--- src/rtl/tcie_pkg.sv ---
package tcie_pkg;

    localparam int unsigned WordW = 16;
    localparam int unsigned ImmW  = 6;
    localparam int unsigned RegIdxW = 3;
    localparam int unsigned NumRegs = 8;

    typedef logic [3:0] opcode_t;

    localparam opcode_t OP_NOP  = 4'd0;
    localparam opcode_t OP_MOV  = 4'd1;
    localparam opcode_t OP_ADD  = 4'd2;
    localparam opcode_t OP_SUB  = 4'd3;
    localparam opcode_t OP_JMP  = 4'd8;
    localparam opcode_t OP_JZ   = 4'd9;
    localparam opcode_t OP_HALT = 4'd12;

    typedef struct packed {
        logic ovf;
        logic carry;
        logic neg;
        logic zero;
    } flags_t;

    // everything the execute logic decides for one instruction
    typedef struct packed {
        logic                      wr;
        logic [WordW-1:0]          wval;
        flags_t                    flags;
        logic [WordW-1:0]          next_ip;
        logic                      running;
    } exec_res_t;

endpackage

--- src/rtl/toy_cpu_instruction_execute.sv ---
// channel | signals                                   | direction
// --------+-------------------------------------------+----------
// in      | in_valid, in_stall, instruction_word      | into block
// out     | out_valid, out_stall, inst_address ...     | out of block
//
// one transaction per cycle sustained: an instruction waits in the
// input register, is executed in a single pass (register file read, alu,
// state update) and lands in the result register on the next edge
// reset clears registers, pointer and flags, and sets the running flag
// a stall on the result side holds the result register; the input register
// keeps taking a transaction as long as the result can move on
module toy_cpu_instruction_execute (
    input  logic                                  clk,
    input  logic                                  rst_n,
    input  logic                                  in_valid,
    output logic                                  in_stall,
    input  logic [15:0]                           instruction_word,
    output logic                                  out_valid,
    input  logic                                  out_stall,
    output logic [15:0]                           inst_address,
    output logic [15:0]                           next_address,
    output logic                                  halted,
    output logic                                  reg_write,
    output logic [2:0]                            reg_index,
    output logic [15:0]                           reg_value,
    output logic                                  zero_flag,
    output logic                                  negative_flag,
    output logic                                  carry_flag,
    output logic                                  overflow_flag
);

    // input register
    logic                         ivalid_reg;
    logic                         ivalid_next;
    logic [15:0]                  instr_reg;

    // architectural state
    logic [15:0]                  ip_reg;
    tcie_pkg::flags_t             flags_reg;
    logic                         run_reg;

    // result register
    logic                         ovalid_reg;
    logic                         ovalid_next;
    logic [15:0]                  inst_addr_reg;
    logic [15:0]                  next_addr_reg;
    logic                         halted_reg;
    logic                         wr_reg;
    logic [2:0]                   idx_reg;
    logic [15:0]                  val_reg;
    tcie_pkg::flags_t             oflags_reg;

    logic                         accept;
    logic                         fire;
    tcie_pkg::opcode_t            op;
    logic [2:0]                   dst;
    logic [5:0]                   imm;
    logic [15:0]                  src;
    tcie_pkg::exec_res_t          res;

    // execute when an instruction waits and the result slot frees up
    assign fire     = ivalid_reg && (!ovalid_reg || !out_stall);
    assign in_stall = ivalid_reg && !fire;
    assign accept   = in_valid && !in_stall;

    assign op  = tcie_pkg::opcode_t'(instr_reg[15:12]);
    assign dst = instr_reg[11:9];
    assign imm = instr_reg[5:0];

    tcie_regfile u_regfile (
        .clk     (clk),
        .rst_n   (rst_n),
        .wr_en   (fire && res.wr),
        .wr_idx  (dst),
        .wr_data (res.wval),
        .rd_idx  (dst),
        .rd_data (src)
    );

    tcie_alu u_alu (
        .op      (op),
        .imm     (imm),
        .src     (src),
        .ip      (ip_reg),
        .flags   (flags_reg),
        .running (run_reg),
        .res     (res)
    );

    always_comb
    begin
        ivalid_next = ivalid_reg;
        if (accept)
        begin
            ivalid_next = 1'b1;
        end
        else if (fire)
        begin
            ivalid_next = 1'b0;
        end

        ovalid_next = ovalid_reg;
        if (fire)
        begin
            ovalid_next = 1'b1;
        end
        else if (!out_stall)
        begin
            ovalid_next = 1'b0;
        end
    end

    always_ff @(posedge clk or negedge rst_n)
    begin
        if (!rst_n)
        begin
            ivalid_reg <= 1'b0;
            ovalid_reg <= 1'b0;
            ip_reg     <= '0;
            flags_reg  <= '0;
            run_reg    <= 1'b1;
        end
        else
        begin
            ivalid_reg <= ivalid_next;
            ovalid_reg <= ovalid_next;
            if (fire)
            begin
                ip_reg    <= res.next_ip;
                flags_reg <= res.flags;
                run_reg   <= res.running;
            end
        end
    end

    // payload registers, no reset needed
    always_ff @(posedge clk)
    begin
        if (accept)
        begin
            instr_reg <= instruction_word;
        end
        if (fire)
        begin
            inst_addr_reg <= ip_reg;
            next_addr_reg <= res.next_ip;
            halted_reg    <= !res.running;
            wr_reg        <= res.wr;
            idx_reg       <= res.wr ? dst : 3'd0;
            val_reg       <= res.wval;
            oflags_reg    <= res.flags;
        end
    end

    assign out_valid     = ovalid_reg;
    assign inst_address  = inst_addr_reg;
    assign next_address  = next_addr_reg;
    assign halted        = halted_reg;
    assign reg_write     = wr_reg;
    assign reg_index     = idx_reg;
    assign reg_value     = val_reg;
    assign zero_flag     = oflags_reg.zero;
    assign negative_flag = oflags_reg.neg;
    assign carry_flag    = oflags_reg.carry;
    assign overflow_flag = oflags_reg.ovf;

endmodule

--- src/rtl/tcie_regfile.sv ---
module tcie_regfile (
    input  logic                              clk,
    input  logic                              rst_n,
    input  logic                              wr_en,
    input  logic [tcie_pkg::RegIdxW-1:0]      wr_idx,
    input  logic [tcie_pkg::WordW-1:0]        wr_data,
    input  logic [tcie_pkg::RegIdxW-1:0]      rd_idx,
    output logic [tcie_pkg::WordW-1:0]        rd_data
);

    logic [tcie_pkg::WordW-1:0] regs_reg [tcie_pkg::NumRegs];

    always_ff @(posedge clk or negedge rst_n)
    begin
        if (!rst_n)
        begin
            for (int i = 0; i < tcie_pkg::NumRegs; i++)
            begin
                regs_reg[i] <= '0;
            end
        end
        else if (wr_en)
        begin
            regs_reg[wr_idx] <= wr_data;
        end
    end

    assign rd_data = regs_reg[rd_idx];

endmodule

--- src/rtl/tcie_alu.sv ---
module tcie_alu (
    input  tcie_pkg::opcode_t                 op,
    input  logic [tcie_pkg::ImmW-1:0]         imm,
    input  logic [tcie_pkg::WordW-1:0]        src,
    input  logic [tcie_pkg::WordW-1:0]        ip,
    input  tcie_pkg::flags_t                  flags,
    input  logic                              running,
    output tcie_pkg::exec_res_t               res
);

    logic [tcie_pkg::WordW-1:0] imm_ext;
    logic [tcie_pkg::WordW:0]   add_sum;
    logic [tcie_pkg::WordW-1:0] sub_diff;
    logic                       add_ovf;
    logic                       sub_ovf;
    logic                       sub_lt;

    assign imm_ext  = {{(tcie_pkg::WordW-tcie_pkg::ImmW){1'b0}}, imm};
    assign add_sum  = {1'b0, src} + {1'b0, imm_ext};
    assign sub_diff = src - imm_ext;
    assign add_ovf  = ~(src[tcie_pkg::WordW-1] ^ imm_ext[tcie_pkg::WordW-1])
                    & (src[tcie_pkg::WordW-1] ^ add_sum[tcie_pkg::WordW-1]);
    assign sub_ovf  = (src[tcie_pkg::WordW-1] ^ imm_ext[tcie_pkg::WordW-1])
                    & (src[tcie_pkg::WordW-1] ^ sub_diff[tcie_pkg::WordW-1]);
    assign sub_lt   = $signed(src) < $signed(imm_ext);

    always_comb
    begin
        res         = '0;
        res.flags   = flags;
        res.next_ip = ip;
        res.running = running;
        if (running)
        begin
            res.next_ip = ip + 16'd1;
            case (op)
                tcie_pkg::OP_MOV:
                begin
                    res.wr   = 1'b1;
                    res.wval = imm_ext;
                end
                tcie_pkg::OP_ADD:
                begin
                    res.wr          = 1'b1;
                    res.wval        = add_sum[tcie_pkg::WordW-1:0];
                    res.flags.zero  = (add_sum[tcie_pkg::WordW-1:0] == '0);
                    res.flags.neg   = add_sum[tcie_pkg::WordW-1];
                    res.flags.carry = add_sum[tcie_pkg::WordW];
                    res.flags.ovf   = add_ovf;
                end
                tcie_pkg::OP_SUB:
                begin
                    res.wr          = 1'b1;
                    res.wval        = sub_diff;
                    res.flags.zero  = (sub_diff == '0);
                    res.flags.neg   = sub_diff[tcie_pkg::WordW-1];
                    res.flags.carry = sub_lt;
                    res.flags.ovf   = sub_ovf;
                end
                tcie_pkg::OP_JMP:
                begin
                    res.next_ip = imm_ext;
                end
                tcie_pkg::OP_JZ:
                begin
                    if (flags.zero)
                    begin
                        res.next_ip = imm_ext;
                    end
                end
                tcie_pkg::OP_HALT:
                begin
                    res.running = 1'b0;
                end
                default:
                begin
                    // nop and unimplemented opcodes
                end
            endcase
        end
    end

endmodule

--- config.mk ---
export PLATFORM = sky130hd
export DESIGN_NAME = toy_cpu_instruction_execute
export DESIGN_NICKNAME = d
export VERILOG_FILES = /design/src/rtl/tcie_pkg.sv /design/src/rtl/toy_cpu_instruction_execute.sv /design/src/rtl/tcie_regfile.sv /design/src/rtl/tcie_alu.sv
export SDC_FILE = /design/constraint.sdc
export NUM_CORES = 1
export LEC_CHECK = 0
export BUFFER_PORTS_ARGS = -buffer_cell sky130_fd_sc_hd__buf_4
export CAP_MARGIN = 0
export CORE_UTILIZATION = 45
export CTS_BUF_LIST = sky130_fd_sc_hd__clkbuf_2
export DETAILED_ROUTE_END_ITERATION = 10
export GPL_TIMING_DRIVEN = 0
export MAX_ROUTING_LAYER = met4
export SLEW_MARGIN = 10
export SYNTH_ARGS = -nofsm -noshare
export SYNTH_HDL_FRONTEND = slang
export SYNTH_SLANG_ARGS = --single-unit
--- constraint.sdc ---
create_clock -name clk -period 4.6 [get_ports clk]
set_clock_uncertainty 0.15 [all_clocks]
set_input_delay 0.23 -clock clk [delete_from_list [all_inputs] [get_ports clk]]
set_output_delay 0.23 -clock clk [all_outputs]
set_load 0.02 [all_outputs]
==> flow_metrics.tcl <==
set metrics [dict create \
    worst_pin_slew_ns 1.07 \
    crit_path_cell_trace "buf_4 > nor2_1 > a221oi_1 > o22ai_1 > ha_2 > nand2b_1 > nor3_1 > a221oi_4 > nand4_2 > nor2_2 > ha_1 > nand2_2 > nor4b_2 > nand3_1 > nor3_2 > a31oi_2 > o21ai_1" \
    critPathKind "flip-flop to flip-flop" \
    nFillCells 2107 \
    ys_types 79 \
    syn2layout_area_growth_pct 23.5 \
    rsz0062_at_grt "yes" \
    ant_nets 0 \
    critPathTopFamily "simple AND/OR/NAND/NOR gates" \
    drt-total-wl_um 31300 \
    cts_buffers 58 \
    portBuffers 75 \
    worstReg2RegEnd "zero_flag" \
    grt_pass1_vias 8365 \
    drtPass1Iterations 6 \
    grt_max_degree 103 \
    cts_sinks 221 \
    synthCells 988 \
    place.gp.congestion 0.898 \
    p_leak_uw 0.00589 \
    rows 56 \
    antenna_found_initial 1 \
    final_util 0.570 \
    ys_ff_latch 221 \
    synth_ff_type "dfrtp_1" \
    die_w_um 158 \
    maxSlewViolCount 0 \
    setup_slack_ns 0.134 \
    layout.nets 1227 \
    hold_viol 0 \
    dr.first_iter.drc_count 603 \
    final_cells 1556 \
    reg2reg_from "instr_reg[9]" \
    seq_area_frac_synth 0.540 \
    use_met1 0.358 \
    root_buffer "clkbuf_2" \
    grt.overflow.total 0 \
    largest_register_ffs 128 \
    max_freq_mhz 224 \
    finalSetupViolCount 0 \
    design.portCount 79 \
    layout_min_cycle_time_ns 4.47 \
    vdd_drop_max_uv 163 \
    drive_above_1_share 0.294 \
    syn_area_mm2 0.0109 \
    placed_cells 1384 \
    vias_per_cell 5.56 \
    routedWlPerCell_um 20.1 \
    crit_fanout 10 \
    htree_levels 2 \
    crit_required_ns 5.14 \
    setup_tns_ns 0 \
    grt_pass1_wl_um 47800 \
    critPathBufInv 1 \
    slew_headroom 0.283 \
    synth_edf_count 70 \
    grt.busiest_layer "met2" \
    syn_nets 1025 \
    outcome "completed" \
    dp_hpwl_um 21000 \
    grt_use_met2 0.406 \
    critPathLaunchType "flip-flop" \
    ys_async_sr_fraction 0.683 \
    finalCritPeriodShare 0.971 \
    dieHeight_um 158 \
    post-place-ws_ns -1.23 \
    route.detailed.drc 0 \
    grt_use_total 0.267 \
    num_vias 8656 \
    yosys_warnings 0 \
    ff2ff_setup_slack_ns 0.13 \
    clock_path_buffers 3 \
    cts.clk_slew.worst_paths_ns 0.11 \
    p_per_area_mw_per_mm2 357 \
    die_area_mm2 0.0248 \
    min_path_type "input pin to asynchronous set/reset pin" \
    start_util 0.461 \
    synth.avg_cell_area_um2 11.0 \
    coreArea_mm2 0.0236 \
    cts_tree "built" \
    drv_cap 0 \
    slowest_delay_ns 0.48 \
    crit_path_top_delay_cell "nor2_1" \
    crit_arrival_ns 5.01 \
    worstSkewPairLatency_ns 0.93 \
    end_kind "flip-flop" \
    grtUsageMet3 0.0523 \
    r2r_cells 17 \
]
[where the power goes]
group / switching (µW) / internal [µW]
logic: 536 / 401
registers: 126 / 2230
clock network: 837 / 674
total: 1500 / 3310
[logic make-up after synthesis]
logic type	share of synthesized area
buffers and inverters	0.0351
AOI/OAI and AO/OA	0.142
adders and majority gates	0.0209
muxes	0.0969
DFF	0.540
xor gates and xnor gates	0.0232
and+or+nand+nor	0.142
[cells in the mapped netlist, drive strengths merged (2+ instances only)]
| cell type | number | area [µm²] |
|---|---|---|
| a211oi | 3 | 27.5 |
| a21o | 2 | 15.0 |
| a21oi | 16 | 83.8 |
| a221o | 5 | 50.1 |
| a221oi | 7 | 61.3 |
| a22o | 7 | 62.6 |
| a22oi | 9 | 67.6 |
| a31oi | 5 | 31.3 |
| a32oi | 3 | 26.3 |
| and2 | 9 | 56.3 |
| and3 | 7 | 45.1 |
| and3b | 2 | 17.5 |
| and4 | 2 | 17.5 |
| buf | 15 | 124 |
| clkbuf | 45 | 169 |
| dfrtp | 150 | 3750 |
| edfxtp | 70 | 2100 |
| fa | 2 | 40.0 |
| ha | 15 | 188 |
| inv | 24 | 90.1 |
| mux2 | 47 | 533 |
| mux2i | 18 | 200 |
| mux4 | 14 | 323 |
| nand2 | 177 | 669 |
| nand2b | 11 | 76.3 |
| nand3 | 20 | 100 |
| nand3b | 2 | 15.0 |
| nand4 | 12 | 96.3 |
| nor2 | 65 | 251 |
| nor2b | 9 | 56.3 |
| nor3 | 15 | 75.1 |
| nor4 | 6 | 43.8 |
| o21ai | 105 | 586 |
| o22ai | 7 | 56.3 |
| o31a | 2 | 17.5 |
| o31ai | 38 | 335 |
| or2 | 2 | 12.5 |
| xnor2 | 18 | 173 |
| xor2 | 7 | 80.1 |
[worst max-delay path by stage]
stage          depth (start not counted)  slack (ns)           end          start
5_1_grt                               20       -0.08     zero_flag  instr_reg[11]
2_1_floorplan                         21        0.07     zero_flag  instr_reg[11]
3_5_place_dp                          20       -1.23     zero_flag   instr_reg[9]
4_1_cts                               21       -0.04     zero_flag  instr_reg[11]
3_3_place_gp                          19       -1.17  flags_reg[1]   instr_reg[9]
6_report                              17        0.13     zero_flag   instr_reg[9]
[stage by stage]
stage,area (µm²),total power (µW),hold slack (ns)
finish,13400,4810,0.236
global route,13400,5040,0.239
CTS,13100,4800,0.208
detailed placement,11900,3230,0.0219
global placement,11900,3220,0.258
floorplan,10900,2920,-0.216
[cell type report]
type,instances,area [µm²],share of cell area
clock buffers,85,425,0.0316
repair buffers,146,1250,0.0930
clock inverters,21,171,0.0127
flip-flops and latches,221,5880,0.437
diodes,1,2.50,0.000186
plain buffers,56,354,0.0263
inverters,24,93.8,0.00698
well taps,319,399,0.0297
multi-input cells,683,4870,0.362
[tightest hold or removal path: cells and delay by family]
family                 cells  cell delay [ns]
buffers and inverters      4             1.47
[metal layers]
metal,vias to the layer above,wire length [µm]
met5,-,0
met4,0,747
met3,60,2170
met2,305,14400
met1,4281,13900
li1,4010,-
[cells in the final DEF (no fill, tap or decap), types with 18 or more instances in the layout]
master / instances
nand2_1: 173
dfrtp_1: 150
buf_4: 110
clkbuf_2: 85
edfxtp_1: 70
nor2_1: 60
o21ai_0: 57
mux2_2: 42
clkbuf_1: 39
dlygate4sd3_1: 33
o21ai_1: 29
o31ai_1: 27
inv_1: 21
nand3_1: 19
o21ai_2: 18
[what timing repair did]
item	4_1_cts	5_1_grt
cloned	0	0
pin swaps	7	15
setup buffers	8	27
resized for setup	39	32
hold endpoints to repair	172	0
setup endpoints to repair	133	78
hold buffers	34	0
(Power assumes the default switching activity.)
